<file path="src/hdl/pfd_pkg.sv">
`default_nettype none
// ----------------------------------------------------------------------------
// pfd_pkg
// Shared types, register indexes and fixed-point helpers for the PID block
// with filtered derivative and anti-windup.
// ----------------------------------------------------------------------------
package pfd_pkg;

  localparam int DW  = 32;   // data width, Q16.16
  localparam int FB  = 16;   // fraction bits
  localparam int MW  = 34;   // multiplier operand width
  localparam int PW  = 68;   // multiplier product width
  localparam int QW  = 68;   // dividend / quotient width
  localparam int RW  = 35;   // divider remainder width
  localparam int CNW = 7;    // divider step counter width

  // ceil(2^35 / 3): floor(n / 3) = (n * RECIP3) >> 35 for n < 2^35
  localparam logic [MW-1:0] RECIP3 = 34'h2_AAAA_AAAB;

  localparam logic [2:0] REG_PROP_GAIN    = 3'd0;
  localparam logic [2:0] REG_INTEG_GAIN   = 3'd1;
  localparam logic [2:0] REG_DERIV_GAIN   = 3'd2;
  localparam logic [2:0] REG_GAIN_SCALE   = 3'd3;
  localparam logic [2:0] REG_DRIVE_MIN    = 3'd4;
  localparam logic [2:0] REG_DRIVE_MAX    = 3'd5;
  localparam logic [2:0] REG_MIN_INTERVAL = 3'd6;

  localparam logic [1:0] STAT_COMPUTED = 2'd0;
  localparam logic [1:0] STAT_HELD     = 2'd1;
  localparam logic [1:0] STAT_BACKWARD = 2'd2;

  typedef enum logic [4:0] {
    S_IDLE, S_CHECK, S_NUM, S_DIV, S_KP, S_KI, S_KD, S_PT, S_DV, S_SUM,
    S_P1, S_P2, S_P3, S_INC, S_AW, S_AWD, S_FIN, S_OUT
  } seq_state_e;

  typedef enum logic [1:0] {DIV_IDLE, DIV_RUN, DIV_ROUND} div_state_e;

  typedef struct packed {
    logic busy;
    logic done;
  } div_status_t;

  function automatic logic [31:0] mag32(input logic signed [31:0] v);
    logic [31:0] u;
    u = v;
    return v[31] ? (~u + 32'd1) : u;
  endfunction

  // saturate a magnitude with sign to a signed 32-bit value
  function automatic logic signed [31:0] sat_mag(input logic neg, input logic [80:0] m);
    logic [80:0] lim;
    logic [31:0] vs;
    lim = neg ? 81'h8000_0000 : 81'h7FFF_FFFF;
    vs  = (m > lim) ? lim[31:0] : m[31:0];
    return neg ? $signed(~vs + 32'd1) : $signed(vs);
  endfunction

  // round half away from zero, drop fraction, saturate
  function automatic logic signed [31:0] rshift(input logic neg, input logic [67:0] m);
    logic [67:0] s;
    s = m + 68'h8000;
    return sat_mag(neg, {29'd0, s[67:16]});
  endfunction

  function automatic logic signed [31:0] sat32(input logic signed [35:0] v);
    if (v > 36'sh0_7FFF_FFFF) return 32'sh7FFF_FFFF;
    if (v < 36'shF_8000_0000) return 32'sh8000_0000;
    return v[31:0];
  endfunction

  function automatic logic signed [31:0] clampd(input logic signed [35:0] v,
                                                input logic signed [31:0] lo,
                                                input logic signed [31:0] hi);
    if (v < $signed({{4{lo[31]}}, lo})) return lo;
    if (v > $signed({{4{hi[31]}}, hi})) return hi;
    return v[31:0];
  endfunction

endpackage
`default_nettype wire

</file>
<file path="src/hdl/pfd_mul.sv">
`default_nettype none
// ----------------------------------------------------------------------------
// pfd_mul
// Shared unsigned multiplier with a registered product.
// ----------------------------------------------------------------------------
module pfd_mul (
  input  wire logic                  clk_i,
  input  wire logic [pfd_pkg::MW-1:0] a_i,
  input  wire logic [pfd_pkg::MW-1:0] b_i,
  output logic      [pfd_pkg::PW-1:0] prod_o
);
  import pfd_pkg::*;

  logic [PW-1:0] prod_q;

  always_ff @(posedge clk_i) begin
    prod_q <= PW'(a_i) * PW'(b_i);
  end

  assign prod_o = prod_q;

endmodule
`default_nettype wire

</file>
<file path="config.mk">
export PLATFORM = sky130hd
export DESIGN_NAME = pfd_mul
export DESIGN_NICKNAME = d
export VERILOG_FILES = /design/src/hdl/pfd_pkg.sv /design/src/hdl/pfd_mul.sv
export SDC_FILE = /design/constraint.sdc
export NUM_CORES = 2
export LEC_CHECK = 0
export BUFFER_PORTS_ARGS = -buffer_cell sky130_fd_sc_hd__buf_2
export CAP_MARGIN = 10
export CORE_MARGIN = 8
export CORE_UTILIZATION = 53
export DETAILED_ROUTE_END_ITERATION = 7
export PLACE_DENSITY = 0.81
export SYNTH_ARGS = -nofsm -noshare
export SYNTH_HDL_FRONTEND = slang
export SYNTH_SLANG_ARGS = --single-unit
</file>
<file path="constraint.sdc">
create_clock -name clk_i -period 8.6 [get_ports clk_i]
set_input_delay 1.29 -clock clk_i [delete_from_list [all_inputs] [get_ports clk_i]]
set_output_delay 1.29 -clock clk_i [all_outputs]
set_load 0.05 [all_outputs]
</file>
==> results.cfg <==
[sta]
maxClockFrequency_mhz = 119.3
final-setup-viol-count = 0
final_period_minus_worst_setup_slack_ns = 8.385
timing.final.max_slew_violations = 0
timing.hold.ws_ns = 1.599
layout_worst_path_cycle_share = 0.9750
hold_viol_final = 0
timing.slew.headroom = 0.5283
worst-slew-pin-transition_ns = 0.7075
unrepaired_setup_endpoints_after_global_routing = false

[yosys]
synth_edf_count = 0
syn_avg_cell_area_sq_um = 9.040
ys_seq_area_frac = 0.03513
ys.warnings.count = 0
yosysUniqueCellTypes = 65
mappedNetlistNets = 5660
ys.flop_type = sky130_fd_sc_hd__dfxtp_1
netlist_instances = 4287
synth.ff_latch_count = 68
netlist_area_sq_um = 38750
postSynth.asyncResetShare = 0

[critical_path]
slowest_stage = sky130_fd_sc_hd__fa_1
worstPathRequired_ns = 8.82
max_stage_delay_ns = 0.54
end_kind = flip-flop
arrival_ns = 8.60
worstPathBufferInverterCount = 8
critPathLaunchType = input port
cpLargestDelayFamily = adder cells
dominant_cell_type_by_count_on_the_critical_path = sky130_fd_sc_hd__fa_1
peak_fanout_along_the_critical_path = 26
criticalPathCategory = in2reg

[global_route]
layer_carrying_the_most_global_route_usage = met2
groute.usage.overall = 0.2574
antenna_violations_before_repair = 8
met3_usage = 0.03725
grt_max_degree = 35
global_route_wire_length_before_repair_microns = 167800
first_global_vias = 32320
grt_use_met2 = 0.4489
grt_overflow_total = 0
globalRouteMet1Util = 0.3059

[finish]
largest_register_ff_count = 68
area_growth_syn_to_layout_pct = 6.467
post_route_standard_cell_area_excluding_fillers_sq_um = 41260
final.fill_count = 6062
design.final.nets = 5729
layout-drive-gt1-share = 0.07662

[drt]
antenna_violating_nets_post_route = 0
detail_route.wl_per_cell_microns = 19.23
drt_drc = 0
via_count = 29080
detail_route.first_pass.iterations = 6
route.final.wire_length_microns = 102300
initialDrtViolationCount = 2007
vias_per_cell = 5.467

[floorplan]
die_w_microns = 286.4
fp.dieH_microns = 286.4
coreArea_sq_um = 72710
num_io_pins = 137
area_of_the_die_sq_um = 82030
floorplan.initialDensity = 0.5330
num_rows = 99

[clock_tree]
max_clock_buf_depth = 2
cts-resized-gates = 0
clk_pin_slew_worst_paths_ns = 0.06
tritoncts_num_sinks = 68
clk_tree_root_cell = sky130_fd_sc_hd__clkbuf_16
numCtsBuffers = 9
cts_max_level = 3
cts.repair_timing.setup_buffer_count = 0
clock_tree_from_tritoncts = built
post_cts_hold_buffer_count = 0

[outcome]
outcome = finished clean

[place]
dp.final_hpwl_microns = 90250
finalWeightedCongestion = 0.9441
placement.cell_area_sq_um = 40900
numPortBuffers = 136

[job]
max_cap_violations = 0

[worst_hold_path]
min-delay-path-class = in2reg
## through the flow
step                      setup WS, ns  setup TNS (ns)    util  instances
after floorplan                 0.6455               0       -       4287
after CTS                       0.1557               0  0.5665       5318
after global placement         -0.1324         -0.1808  0.5625       5304
after global routing          0.002421               0  0.5674       5319
after detailed placement       -0.1893         -0.6089  0.5625       5304
final                           0.2148               0  0.5675       5320
## path summary, 6_finish.rpt
path  startpoint    endpoint  slack (ns)  cells past startpoint
max       b_i[1]  prod_o[66]        0.21                     27
min       b_i[0]   prod_o[0]        1.60                      2
## layout by cell type (no fill, tap or decap), types with 11 or more instances in the layout
cell type,Yosys,layout
sky130_fd_sc_hd__xnor2_1,43,43
sky130_fd_sc_hd__xor2_1,23,23
sky130_fd_sc_hd__a21o_1,21,21
sky130_fd_sc_hd__dfxtp_1,68,68
sky130_fd_sc_hd__o21bai_1,13,13
sky130_fd_sc_hd__nand4_1,20,20
sky130_fd_sc_hd__a21oi_1,77,76
sky130_fd_sc_hd__buf_4,2,151
sky130_fd_sc_hd__and2_1,504,504
sky130_fd_sc_hd__nor3_1,12,11
sky130_fd_sc_hd__fa_1,1020,1020
sky130_fd_sc_hd__buf_2,6,127
sky130_fd_sc_hd__ha_1,284,283
sky130_fd_sc_hd__inv_1,1029,1029
sky130_fd_sc_hd__nand2_1,729,729
sky130_fd_sc_hd__o21ai_1,17,17
sky130_fd_sc_hd__o21ai_0,44,44
sky130_fd_sc_hd__nor2_1,53,53
## synth_stat cells (20+ instances only)
cell,n,area [sq um]
sky130_fd_sc_hd__xor2_1,23,201.4
sky130_fd_sc_hd__nand4_1,20,125.1
sky130_fd_sc_hd__and2_1,504,3153
sky130_fd_sc_hd__ha_1,284,3553
sky130_fd_sc_hd__o21ai_0,44,220.2
sky130_fd_sc_hd__nand2_1,729,2736
sky130_fd_sc_hd__fa_1,1020,20420
sky130_fd_sc_hd__inv_1,1029,3862
sky130_fd_sc_hd__nor2_1,53,198.9
sky130_fd_sc_hd__dfxtp_1,68,1361
sky130_fd_sc_hd__clkbuf_1,213,799.5
sky130_fd_sc_hd__a21oi_1,77,385.4
sky130_fd_sc_hd__a21o_1,21,157.7
sky130_fd_sc_hd__xnor2_1,43,376.6
## cell type report
class                      count  area [sq um]  area share
antenna                        2         5.005   0.0001213
tap                          959          1200     0.02908
sequential                    68          1361     0.03299
clock buffer                  10         239.0    0.005792
timing repair buffer         292          1937     0.04694
clock inverter                 4         51.30    0.001243
multi-input combinational   2956         32610      0.7902
inverter                    1029          3862     0.09361
## logic make-up after synthesis
logic type               count (synthesis)  synth area share
buffers and inverters                 1263            0.1246
adder cells (fa/ha/maj)               1304            0.6186
AND/OR/NAND/NOR                       1359            0.1692
XOR/XNOR                                66           0.01492
flip-flops                              68           0.03513
multiplexers                             1         0.0002583
AO/OA/AOI/OAI                          226           0.03729
## layer usage
layer | routed length (microns) | share of wire
met1 | 36570 | 0.36
met2 | 51800 | 0.51
met3 | 7125 | 0.070
met4 | 6760 | 0.066
met5 | 54 | 0.00053
Power is left out: the tool's default activity adds up to more than one toggle a clock period on the data nets, which glitch-free logic cannot reach.
