`src/hdl/pfd_pkg.sv`:
```
`default_nettype none
// ----------------------------------------------------------------------------
// pfd_pkg
// Shared types, register indexes and fixed-point helpers for the PID block
// with filtered derivative and anti-windup.
// ----------------------------------------------------------------------------
package pfd_pkg;

  localparam int DW  = 32;   // data width, Q16.16
  localparam int FB  = 16;   // fraction bits
  localparam int MW  = 34;   // multiplier operand width
  localparam int PW  = 68;   // multiplier product width
  localparam int QW  = 68;   // dividend / quotient width
  localparam int RW  = 35;   // divider remainder width
  localparam int CNW = 7;    // divider step counter width

  // ceil(2^35 / 3): floor(n / 3) = (n * RECIP3) >> 35 for n < 2^35
  localparam logic [MW-1:0] RECIP3 = 34'h2_AAAA_AAAB;

  localparam logic [2:0] REG_PROP_GAIN    = 3'd0;
  localparam logic [2:0] REG_INTEG_GAIN   = 3'd1;
  localparam logic [2:0] REG_DERIV_GAIN   = 3'd2;
  localparam logic [2:0] REG_GAIN_SCALE   = 3'd3;
  localparam logic [2:0] REG_DRIVE_MIN    = 3'd4;
  localparam logic [2:0] REG_DRIVE_MAX    = 3'd5;
  localparam logic [2:0] REG_MIN_INTERVAL = 3'd6;

  localparam logic [1:0] STAT_COMPUTED = 2'd0;
  localparam logic [1:0] STAT_HELD     = 2'd1;
  localparam logic [1:0] STAT_BACKWARD = 2'd2;

  typedef enum logic [4:0] {
    S_IDLE, S_CHECK, S_NUM, S_DIV, S_KP, S_KI, S_KD, S_PT, S_DV, S_SUM,
    S_P1, S_P2, S_P3, S_INC, S_AW, S_AWD, S_FIN, S_OUT
  } seq_state_e;

  typedef enum logic [1:0] {DIV_IDLE, DIV_RUN, DIV_ROUND} div_state_e;

  typedef struct packed {
    logic busy;
    logic done;
  } div_status_t;

  function automatic logic [31:0] mag32(input logic signed [31:0] v);
    logic [31:0] u;
    u = v;
    return v[31] ? (~u + 32'd1) : u;
  endfunction

  // saturate a magnitude with sign to a signed 32-bit value
  function automatic logic signed [31:0] sat_mag(input logic neg, input logic [80:0] m);
    logic [80:0] lim;
    logic [31:0] vs;
    lim = neg ? 81'h8000_0000 : 81'h7FFF_FFFF;
    vs  = (m > lim) ? lim[31:0] : m[31:0];
    return neg ? $signed(~vs + 32'd1) : $signed(vs);
  endfunction

  // round half away from zero, drop fraction, saturate
  function automatic logic signed [31:0] rshift(input logic neg, input logic [67:0] m);
    logic [67:0] s;
    s = m + 68'h8000;
    return sat_mag(neg, {29'd0, s[67:16]});
  endfunction

  function automatic logic signed [31:0] sat32(input logic signed [35:0] v);
    if (v > 36'sh0_7FFF_FFFF) return 32'sh7FFF_FFFF;
    if (v < 36'shF_8000_0000) return 32'sh8000_0000;
    return v[31:0];
  endfunction

  function automatic logic signed [31:0] clampd(input logic signed [35:0] v,
                                                input logic signed [31:0] lo,
                                                input logic signed [31:0] hi);
    if (v < $signed({{4{lo[31]}}, lo})) return lo;
    if (v > $signed({{4{hi[31]}}, hi})) return hi;
    return v[31:0];
  endfunction

endpackage
`default_nettype wire

```
`src/hdl/pfd_div.sv`:
```
`default_nettype none
// ----------------------------------------------------------------------------
// pfd_div
// Restoring divider, one quotient bit per cycle, result rounded to nearest
// with ties away from zero. Quotient is valid while done is high.
// ----------------------------------------------------------------------------
module pfd_div (
  input  wire logic                   clk_i,
  input  wire logic                   rst_ni,
  input  wire logic                   start_i,
  input  wire logic [pfd_pkg::QW-1:0] num_i,
  input  wire logic [pfd_pkg::MW-1:0] den_i,
  output logic      [pfd_pkg::QW-1:0] quot_o,
  output pfd_pkg::div_status_t        stat_o
);
  import pfd_pkg::*;

  div_state_e     dstate_q, dstate_d;
  logic [CNW-1:0] cnt_q;
  logic [QW-1:0]  sh_q;
  logic [RW-1:0]  rem_q;
  logic [MW-1:0]  den_q;

  logic [RW-1:0]  remsh, remdiff, gap;
  logic           ge, rnd;

  assign remsh   = {rem_q[RW-2:0], sh_q[QW-1]};
  assign ge      = remsh >= {1'b0, den_q};
  assign remdiff = remsh - {1'b0, den_q};
  assign gap     = {1'b0, den_q} - rem_q;
  assign rnd     = rem_q >= gap;

  always_ff @(posedge clk_i or negedge rst_ni) begin
    if (!rst_ni) begin
      dstate_q <= DIV_IDLE;
    end else begin
      dstate_q <= dstate_d;
    end
  end

  always_comb begin
    dstate_d = dstate_q;
    unique case (dstate_q)
      DIV_IDLE:  if (start_i) dstate_d = DIV_RUN;
      DIV_RUN:   if (cnt_q == '0) dstate_d = DIV_ROUND;
      DIV_ROUND: dstate_d = DIV_IDLE;
      default:   dstate_d = DIV_IDLE;
    endcase
  end

  always_ff @(posedge clk_i) begin
    if (dstate_q == DIV_IDLE && start_i) begin
      sh_q  <= num_i;
      den_q <= den_i;
      rem_q <= '0;
      cnt_q <= CNW'(QW - 1);
    end else if (dstate_q == DIV_RUN) begin
      sh_q  <= {sh_q[QW-2:0], ge};
      rem_q <= ge ? remdiff : remsh;
      cnt_q <= cnt_q - CNW'(1);
    end
  end

  assign quot_o      = sh_q + QW'(rnd);
  assign stat_o.busy = dstate_q != DIV_IDLE;
  assign stat_o.done = dstate_q == DIV_ROUND;

endmodule
`default_nettype wire

```
`config.mk`:
```
export PLATFORM = sky130hd
export DESIGN_NAME = pfd_div
export DESIGN_NICKNAME = d
export VERILOG_FILES = /design/src/hdl/pfd_pkg.sv /design/src/hdl/pfd_div.sv
export SDC_FILE = /design/constraint.sdc
export NUM_CORES = 1
export LEC_CHECK = 0
export ABC_AREA = 1
export BUFFER_PORTS_ARGS = -buffer_cell sky130_fd_sc_hd__buf_4
export CAP_MARGIN = 20
export CORE_UTILIZATION = 45
export DETAILED_ROUTE_END_ITERATION = 10
export GPL_TIMING_DRIVEN = 0
export MAX_ROUTING_LAYER = met4
export SYNTH_ARGS = -nofsm -noshare
export SYNTH_HDL_FRONTEND = slang
export SYNTH_SLANG_ARGS = --single-unit
```
`constraint.sdc`:
```
create_clock -name clk_i -period 6.4 [get_ports clk_i]
set_clock_uncertainty 0.05 [all_clocks]
set_input_delay 1.28 -clock clk_i [delete_from_list [all_inputs] [get_ports clk_i]]
set_output_delay 1.28 -clock clk_i [all_outputs]
set_load 0.1 [all_outputs]
```
==> reports/results.txt, run 1 <==
Crit path largest cell delay: 460 ps
IO Pins: 175
Fmax: 139 MHz
DRC violations left: 0
Port buffer count: 174
Vias per Instance: 5.63
Total power: 2.18 mW
YS warnings: 0
Hold-fix buffers, CTS: 0
Via count: 14300
Final period util: 1.12
Net Sw Power: 504 uW
Core region area: 28100 sq um
Crit path kind: flop to primary output
Post-Layout Cell Count: 2533
CP max-delay cell: edfxtp_1
Status: complete, but fails checks
Routed Wire Length: 50800 microns
Largest net degree at the start of global routing: 57
Number of fill cells: 2358
Avg Cell Area, Syn: 7.03 sq um
CTS Buffer Depth: 2
Clk Latency, worst-skew pair: 460 ps
Final #Nets: 2356
Hold WC Path Type: flop to flop
Final hold vios: 0
Crit path time final: 7180 ps
Routed len/inst: 20.1 microns
DRT iter0 DRCs: 1490
CTS Root Buffer Type: clkbuf_16
Failing checks: negative setup slack
Pleak: 8.79 nW
Max-slew headroom at the worst pin: 0.420
Synthesized area: 13000 sq um
Clock-pin slew on the worst setup and hold paths: 70 ps
Yosys reg bits: 146
Vias in the first global route: 12900
HPWL after DPL: 37800 microns
Net Sw Frac: 0.231
DIE AREA: 29600 sq um
Int Pwr: 1.68 mW
Sequential cell area fraction in the yosys report: 0.304
Gr ovfl total: 0
Least-Margin Pin Slew: 863 ps
Share of power burned in registers: 0.459
Total track usage: 0.336
First-pass GRT wire length: 72000 microns
Maximum vdd drop: 0.185 mV
Clock buffer count from CTS: 17
Critical path launch point type: flop
Setup TNS: -20430 ps
Clk network pwr share: 0.518
Max H-tree Level: 4
Combinational group share of total power: 0.023
Fraction of layout instances using a drive strength above 1: 0.267
Distinct cells, synth: 55
Antenna violations before repair: 0
1st-pass router iterations: 6
Clk sinks: 146
TritonCTS clock tree: done
Gpl congestion: 0.970
Ant. Diodes: 0
Die H: 172 microns
Routed Antenna Nets: 0
Fin area: 19000 sq um
# Max-Cap Violations: 0
Min Hold Slack: 406 ps
Syn_nets: 2062
Area Overhead vs Synth: 46.5%
CP Data Required Time: 5070 ps
Slew Limit Fails: 0
CP Capture Type: primary output
Mapped Cells: 1848
Worst Path Max Fanout: 4
Placed inst area: 15300 sq um
Finish-stage setup viols: 58
Site Rows: 61
Final setup margin: -777 ps
Power per cell area: 115 nW/um^2
RSZ-0062 raised after global routing: true
Critical Path AT: 5850 ps
Placed Cells incl. Taps: 2402
Initial Utilization: 0.463
Die W: 172 microns
-- repair_timing --
| item | CTS | global route |
|---|---|---|
| pin swaps | 79 | 78 |
| hold endpoints to repair | 0 | 0 |
| setup endpoints to repair | 68 | 66 |
| buffers inserted | 63 | 43 |
| resized for setup | 329 | 159 |
-- metrics by stage --
stage               worst slack (ps)  utilization
floorplan                       -341            -
global placement               -1370        0.542
detailed placement             -1410        0.544
CTS                             -596        0.638
global route                   -1010        0.678
finish                          -777        0.678
-- layer usage --
metal,up-vias,GRT usage,routed length [microns],share of wire
met1,6770,0.481,22500,0.44
li1,6714,-,-,-
met3,108,0.0481,3950,0.078
met5,-,-,0,0
met4,0,0.114,1530,0.030
met2,658,0.483,22800,0.45
-- registers in the layout, indices dropped and copies added, names as in the netlist --
register	cells
rem_q	35
den_q	34
cnt_q	7
sh_q	68
dstate_q	2
-- synth_stat cells (all sizes together) --
cell | number | area share
o211ai | 4 | 0.0023
a22oi | 1 | 0.00058
nand3 | 145 | 0.056
a211oi | 2 | 0.0012
a21o | 10 | 0.0058
nand3b | 10 | 0.0058
nor4b | 1 | 0.00067
o21ai | 106 | 0.041
clkbuf | 18 | 0.0052
or3 | 1 | 0.00048
xor2 | 73 | 0.049
or2 | 5 | 0.0024
nor2 | 169 | 0.052
a221oi | 3 | 0.0020
dfrtp | 2 | 0.0039
edfxtp | 102 | 0.24
xnor2 | 40 | 0.028
inv | 240 | 0.069
a21boi | 5 | 0.0029
o21bai | 9 | 0.0052
fa | 2 | 0.0031
ha | 107 | 0.10
nor3 | 47 | 0.020
nor3b | 1 | 0.00058
buf | 14 | 0.0067
nand2 | 515 | 0.15
o21a | 7 | 0.0040
a21oi | 103 | 0.040
o2111ai | 1 | 0.00067
nand4 | 44 | 0.022
dfxtp | 42 | 0.065
and3 | 2 | 0.00096
o31ai | 1 | 0.00058
nor4 | 14 | 0.011
a31oi | 2 | 0.00096
-- worst paths after layout --
check	start	to	slack (ps)	cells past startpoint
max	den_q[6]$_DFFE_PP_	quot_o[60]	-780	35
min	rem_q[34]$_SDFFE_PP0P_	rem_q[34]$_SDFFE_PP0P_	410	2
max reg2reg	den_q[0]$_DFFE_PP_	rem_q[32]$_SDFFE_PP0P_	3020	14
min reg2reg	rem_q[34]$_SDFFE_PP0P_	rem_q[34]$_SDFFE_PP0P_	410	2
max in group asynchronous	rst_ni	dstate_q[0]$_DFFE_PN0P_	5670	1
min in group asynchronous	rst_ni	dstate_q[1]$_DFFE_PN0P_	540	1
-- cells by family after synthesis --
kind of cell,share of synthesized area
AOI/OAI and AO/OA,0.107
DFF,0.304
xor gates and xnor gates,0.0767
buffers and inverters,0.0813
and+or+nand+nor,0.324
adders and majority gates,0.106
-- placed cells by master (no fill, tap or decap), types with 29 or more instances in the layout --
cell type  count
nand2_1      474
inv_1        219
buf_4        178
nor2_1       138
nand3_1      129
edfxtp_1     102
ha_1          91
a21oi_1       88
o21ai_0       77
buf_12        62
nand4_1       43
nor3_1        37
dfxtp_1       35
buf_6         33
xor2_4        29
-- critical path: cells and delay by family, from the launching register on --
| family | cells | cell delay, ps |
|---|---|---|
| fa+ha+maj | 4 | 960 |
| xor+xnor | 2 | 390 |
| buf+inv | 5 | 680 |
| flops | 1 | 460 |
| simple gates | 22 | 2480 |
| compound gates | 2 | 410 |
-- final cells by class --
class	count	area, sq um	area share
plain buffers	32	160	0.00841
flip-flops and latches	146	3960	0.208
well taps	378	473	0.0248
inverters	240	908	0.0477
clock buffers	17	425	0.0224
multi-input cells	1430	9870	0.519
clock inverters	15	214	0.0112
repair buffers	275	3020	0.158
-- power by group through the flow --
stage               Sequential [mW]  Combinational, mW  Clock, mW
floorplan                      1.02         0.00000795          0
global placement               1.02             0.0491          0
detailed placement             1.02             0.0501          0
CTS                            1.00             0.0503       1.13
global route                   1.00             0.0531       1.17
finish                         1.00             0.0507       1.13
Note: power is estimated with default switching activity, not from simulation.
==> run 2: changes to the inputs <==
--- a/config.mk
+++ b/config.mk
@@ -9,6 +9,7 @@
 export BUFFER_PORTS_ARGS = -buffer_cell sky130_fd_sc_hd__buf_4
 export CAP_MARGIN = 20
 export CORE_UTILIZATION = 45
+export CTS_CLUSTER_SIZE = 28
 export DETAILED_ROUTE_END_ITERATION = 10
 export GPL_TIMING_DRIVEN = 0
 export MAX_ROUTING_LAYER = met4
==> constraint.sdc (replaced) <==
create_clock -name clk_i -period 6.4 [get_ports clk_i]
set_clock_uncertainty 0.05 [all_clocks]
set_input_delay 0 -clock clk_i [delete_from_list [all_inputs] [get_ports clk_i]]
set_output_delay 0 -clock clk_i [all_outputs]
set_load 0.1 [all_outputs]
==> run 2 against run 1 <==
Net effect:
- worst setup slack improved by 980 ps
- the run now ends clean
- via count is 1.8% lower
- count of clock-buffer cells in the layout unchanged
- non-clock buffer count increased by 17
- final area decreased by 11%
- die area is the same
- fmax increased by 16%
- highest routed layer unchanged
- sequential share of layout area is 2.5 points higher
- critical endpoint unchanged
- total power up 3.3%
- cell count up 0.67%
- largest cell class unchanged
==> reports/results.txt, run 2 (synthesized netlist as in run 1, its figures left out) <==
Die W: 172 microns
CTS Root Buffer Type: clkbuf_16
Leading cell type in the layout, fill and taps excluded: nand2_1
Largest register FFs: 68
CP Data Required Time: 6350 ps
DIE AREA: 29600 sq um
Hold WC Path Type: input pin to flop
R2r setup slk: 3300 ps
Routed len/inst: 19.0 microns
Clock-pin slew on the worst setup and hold paths: 80 ps
Critical Path AT: 6140 ps
Die H: 172 microns
Port buffer count: 174
WHS Endpoint: den_q[8]$_DFFE_PP_
Final period util: 0.968
CP max-delay cell: edfxtp_1
Clock buffer count from CTS: 17
Total track usage: 0.338
Clk sinks: 146
RSZ-0062 raised after global routing: true
DRT iter0 DRCs: 1347
Worst hold start: den_i[8]
Crit path largest cell delay: 390 ps
# Max-Cap Violations: 0
Vias in the first global route: 13000
1st-pass router iterations: 6
Worst Path Max Fanout: 5
Least-Margin Pin Slew: 903 ps
Final hold vios: 0
Fmax: 161 MHz
DRC violations left: 0
Ant. Diodes: 0
Via count: 14000
R2R depth: 13
HPWL after DPL: 38600 microns
Pleak: 7.98 nW
Crit path time final: 6190 ps
Maximum vdd drop: 0.183 mV
Hold Path Stages: 2
Most frequent cells in the layout: 500 x nand2_1, 232 x inv_1, 178 x buf_4
Core region area: 28100 sq um
Antenna violations before repair: 0
Biggest regs: sh_q (68), rem_q (35), den_q (34)
Gr ovfl total: 0
Site Rows: 61
Clk Latency, worst-skew pair: 450 ps
Total power: 2.25 mW
Power per cell area: 133 nW/um^2
Final #Nets: 2373
Largest net degree at the start of global routing: 65
Routed Wire Length: 48300 microns
Reg-to-Reg End: rem_q[32]$_SDFFE_PP0P_
Initial Utilization: 0.463
IO Pins: 175
Max H-tree Level: 4
Largest Register: sh_q
Slew Limit Fails: 0
First-pass GRT wire length: 72400 microns
Routed Antenna Nets: 0
Vias per Instance: 5.49
Critical path launch point type: flop
Fraction of layout instances using a drive strength above 1: 0.151
Final setup margin: 207 ps
Crit path kind: flop to primary output
Gpl congestion: 0.997
CTS Buffer Depth: 2
Max-slew headroom at the worst pin: 0.398
Finish-stage setup viols: 0
Status: finished clean
Area Overhead vs Synth: 30.5%
TritonCTS clock tree: done
R2R Path Start: den_q[0]$_DFFE_PP_
CP Capture Type: primary output
Pre-CTS setup slack: -521 ps
[run 2: changes by cell type in the layout (fill, tap and decap cells not counted), moves of 13 or more]
cell,change
xor2_1,+52
xor2_4,-29
buf_12,-60
nor2_1,+19
nor2_4,-16
inv_1,+13
buf_6,-23
dlygate4sd3_1,+104
nand2_1,+26
nand2_2,-15
xor2_2,-23
[run 2: critical path, delay by kind of cell (launching register included)]
kind                       cells  cell delay (ps)
AOI/OAI and AO/OA              5              800
xor gates and xnor gates       1              310
adders and majority gates      5             1250
buffers and inverters          4              440
DFF                            1              390
and+or+nand+nor               17             2520
[run 2: layer usage]
layer / track usage / routed length [microns] / vias to the layer above
met5: - / 0 / -
met4: 0.0931 / 971 / 0
met3: 0.0810 / 4650 / 58
met2: 0.471 / 20100 / 624
met1: 0.481 / 22600 / 6540
li1: - / - / 6775
[run 2: final cells by class]
cell class	instances	area (sq um)
fill	2709	11100
multi-input combinational	1430	8300
sequential	146	3960
timing repair buffer	292	2520
inverter	240	901
tap	378	473
clock buffer	17	425
clock inverter	15	219
buffer	32	160
[run 2: power by group]
group          total (mW)  internal [mW]  switching (mW)  leakage [nW]
logic               0.101         0.0805          0.0209          6.32
clock network        1.15          0.667           0.483         0.311
registers            1.00           1.00               0          1.35
[run 2: worst max-delay path by stage]
stage	startpoint	end	depth (start not counted)
after floorplan	den_q[0]$_DFFE_PP_	quot_o[52]	38
after global placement	den_q[0]$_DFFE_PP_	quot_o[60]	30
after detailed placement	den_q[0]$_DFFE_PP_	quot_o[54]	30
after CTS	den_q[0]$_DFFE_PP_	quot_o[62]	39
after global routing	den_q[0]$_DFFE_PP_	quot_o[60]	40
final	den_q[0]$_DFFE_PP_	quot_o[60]	32
[run 2: what timing repair did]
item | in CTS | in global routing
pin swaps | 9 | 13
endpoints found under the hold margin | 104 | 0
buffers inserted | 7 | 5
gates resized for setup | 35 | 45
setup endpoints to repair | 54 | 33
hold buffers | 104 | 0
[run 2: metrics by stage]
step	instances	instance area, sq um	util	setup TNS, ps	hold WS, ps
CTS	2545	16700	0.595	0	203
detailed placement	2402	14800	0.528	-6180	-267
floorplan	1848	13000	-	0	-346
finish	2550	17000	0.604	0	216
global route	2550	17000	0.604	-46.4	210
global placement	2400	14800	0.526	-5500	-267
==> run 3: changes to the inputs <==
==> constraint.sdc (replaced) <==
create_clock -name clk_i -period 7.15 [get_ports clk_i]
set_clock_uncertainty 0.05 [all_clocks]
set_input_delay 0 -clock clk_i [delete_from_list [all_inputs] [get_ports clk_i]]
set_output_delay 0 -clock clk_i [all_outputs]
set_load 0.1 [all_outputs]
==> run 3 against run 2 <==
Net effect:
- via count shrank 0.88%
- worst setup slack gained 60 ps
- hold slack is essentially flat
- global-route usage shrank 0.20 points
- count of clock-buffer cells in the layout is the same
- first-iteration DRC count grew 0.59%
- non-clock buffer count shrank 10
- total power shrank 11%
- utilization shrank 1.3 points
- critical endpoint is now quot_o[62]
==> reports/results.txt, run 3 (synthesized netlist as in run 1, its figures left out) <==
Most frequent cells in the layout: 504 x nand2_1, 232 x inv_1, 173 x buf_4
Critical path launch point type: flop
Largest Register: sh_q
R2R depth: 13
Pleak: 7.85 nW
Port buffer count: 174
Slew Limit Fails: 0
Storage cell area: 3950 sq um
Placed Cells incl. Taps: 2402
Clk Latency, worst-skew pair: 440 ps
Vias in the first global route: 12900
Fin area: 16600 sq um
Clock-pin slew on the worst setup and hold paths: 80 ps
TritonCTS clock tree: done
Routed len/inst: 18.8 microns
Gr ovfl total: 0
CP Capture Type: primary output
Vias per Instance: 5.46
Reg-to-Reg End: rem_q[32]$_SDFFE_PP0P_
Final #Nets: 2363
Biggest regs: sh_q (68), rem_q (35), den_q (34)
Clk sinks: 146
Routed Antenna Nets: 0
CP Data Required Time: 7100 ps
Number of fill cells: 2748
Finish-stage setup viols: 0
Multi-input logic area: 8030 sq um
DIE AREA: 29600 sq um
IO Pins: 175
Least-Margin Pin Slew: 962 ps
Core region area: 28100 sq um
Area Overhead vs Synth: 27.6%
Antenna violations before repair: 0
Crit path kind: flop to primary output
Fmax: 145 MHz
Routed Wire Length: 47800 microns
# Max-Cap Violations: 0
Maximum vdd drop: 0.163 mV
Clk network pwr share: 0.510
Worst Path Max Fanout: 5
First-pass GRT wire length: 72000 microns
WHS Endpoint: sh_q[0]$_DFFE_PP_
Ant. Diodes: 0
Total track usage: 0.336
Site Rows: 61
Max-slew headroom at the worst pin: 0.359
Die W: 172 microns
Final hold vios: 0
Initial Utilization: 0.463
Placed inst area: 14800 sq um
CTS Root Buffer Type: clkbuf_16
Die H: 172 microns
Net Sw Power: 449 uW
Leading cell type in the layout, fill and taps excluded: nand2_1
DRC violations left: 0
Clock buffer count from CTS: 17
HPWL after DPL: 38600 microns
Largest register FFs: 68
R2R Path Start: sh_q[67]$_DFFE_PP_
Int Pwr: 1.56 mW
Hold Path Stages: 4
Worst hold start: start_i
1st-pass router iterations: 8
Post-Layout Cell Count: 2540
Status: finished clean
Combinational group share of total power: 0.045
Critical Path AT: 6830 ps
DRT iter0 DRCs: 1355
Gpl congestion: 0.997
Net Sw Frac: 0.223
Share of power burned in registers: 0.445
CTS Buffer Depth: 2
Power per cell area: 121 nW/um^2
Crit path time final: 6880 ps
Fraction of layout instances using a drive strength above 1: 0.130
R2r setup slk: 4160 ps
Largest net degree at the start of global routing: 65
Hold WC Path Type: input pin to flop
Final period util: 0.963
Max H-tree Level: 4
Via count: 13900
==> run 3: cell count changes in the layout (fill, tap and decap cells not counted), moves of 4 or more <==
| cell | previous run | this run |
|---|---|---|
| ha_1 | 99 | 107 |
| a21oi_1 | 94 | 101 |
| a21oi_2 | 9 | 2 |
| ha_4 | 7 | 0 |
| buf_4 | 178 | 173 |
| buf_6 | 10 | 6 |
| nand2_1 | 500 | 504 |
==> run 3: worst max path at each step <==
stage,start,end
5_1_grt,den_q[0]$_DFFE_PP_,quot_o[66]
2_1_floorplan,den_q[0]$_DFFE_PP_,quot_o[52]
3_5_place_dp,den_q[0]$_DFFE_PP_,quot_o[54]
4_1_cts,den_q[0]$_DFFE_PP_,quot_o[60]
3_3_place_gp,den_q[0]$_DFFE_PP_,quot_o[60]
6_report,rem_q[7]$_SDFFE_PP0P_,quot_o[62]
==> run 3: through the flow <==
step	setup slack (ps)	utilization	hold slack, ps	setup TNS (ps)	total power, mW
after floorplan	1110	-	-346	0	0.914
final	268	0.591	216	0	2.01
after global routing	-4.09	0.591	210	-4.09	2.06
after detailed placement	229	0.528	-267	0	0.958
after CTS	10.8	0.589	203	0	2.02
after global placement	238	0.526	-267	0	0.958
==> run 3: power by group through the flow <==
stage,registers [mW],logic (mW),clock network [mW]
floorplan,0.914,0.00000753,0
global placement,0.914,0.0435,0
detailed placement,0.914,0.0437,0
CTS,0.895,0.0898,1.03
global route,0.895,0.0965,1.07
finish,0.895,0.0907,1.03
==> run 3: routing by layer <==
| layer | vias to the layer above | track usage | part of all wire |
|---|---|---|---|
| met4 | 0 | 0.0931 | 0.022 |
| met2 | 608 | 0.466 | 0.41 |
| met5 | - | - | 0 |
| li1 | 6746 | - | - |
| met1 | 6455 | 0.480 | 0.48 |
| met3 | 65 | 0.0792 | 0.092 |
==> run 3: area by class of cell <==
| class | instances | share of cell area |
|---|---|---|
| clock inverter | 15 | 0.0132 |
| multi-input combinational | 1430 | 0.484 |
| timing repair buffer | 282 | 0.146 |
| sequential | 146 | 0.238 |
| inverter | 240 | 0.0543 |
| buffer | 32 | 0.00966 |
| tap | 378 | 0.0285 |
| clock buffer | 17 | 0.0256 |
==> run 3: critical path, cell delays in order, from the launching register on <==
cell and delay, ps:
dfxtp_1 400, inv_1 110, ha_1 370, nand2_1 200, nor2_1 220, nand4_1 350, o211ai_1 650, xnor2_1 140
ha_1 300, nand2_1 100, nor4b_1 410, nand4_1 250, nor4_2 250, nand2_1 90, nand3_1 200, ha_1 230
ha_1 180, nand3_1 200, inv_2 120, nand2_4 100, nor2_8 130, inv_2 60, nor4_4 310, nand3_2 250
nor3_2 220, xor2_1 260, buf_6 270
==> run 3: repair_timing <==
item / CTS / global route
hold buffers: 104 / 0
pin swaps: 1 / 2
endpoints found under the setup margin: 10 / 22
resized for setup: 5 / 12
setup buffers: 1 / 1
hold endpoints to repair: 104 / 0
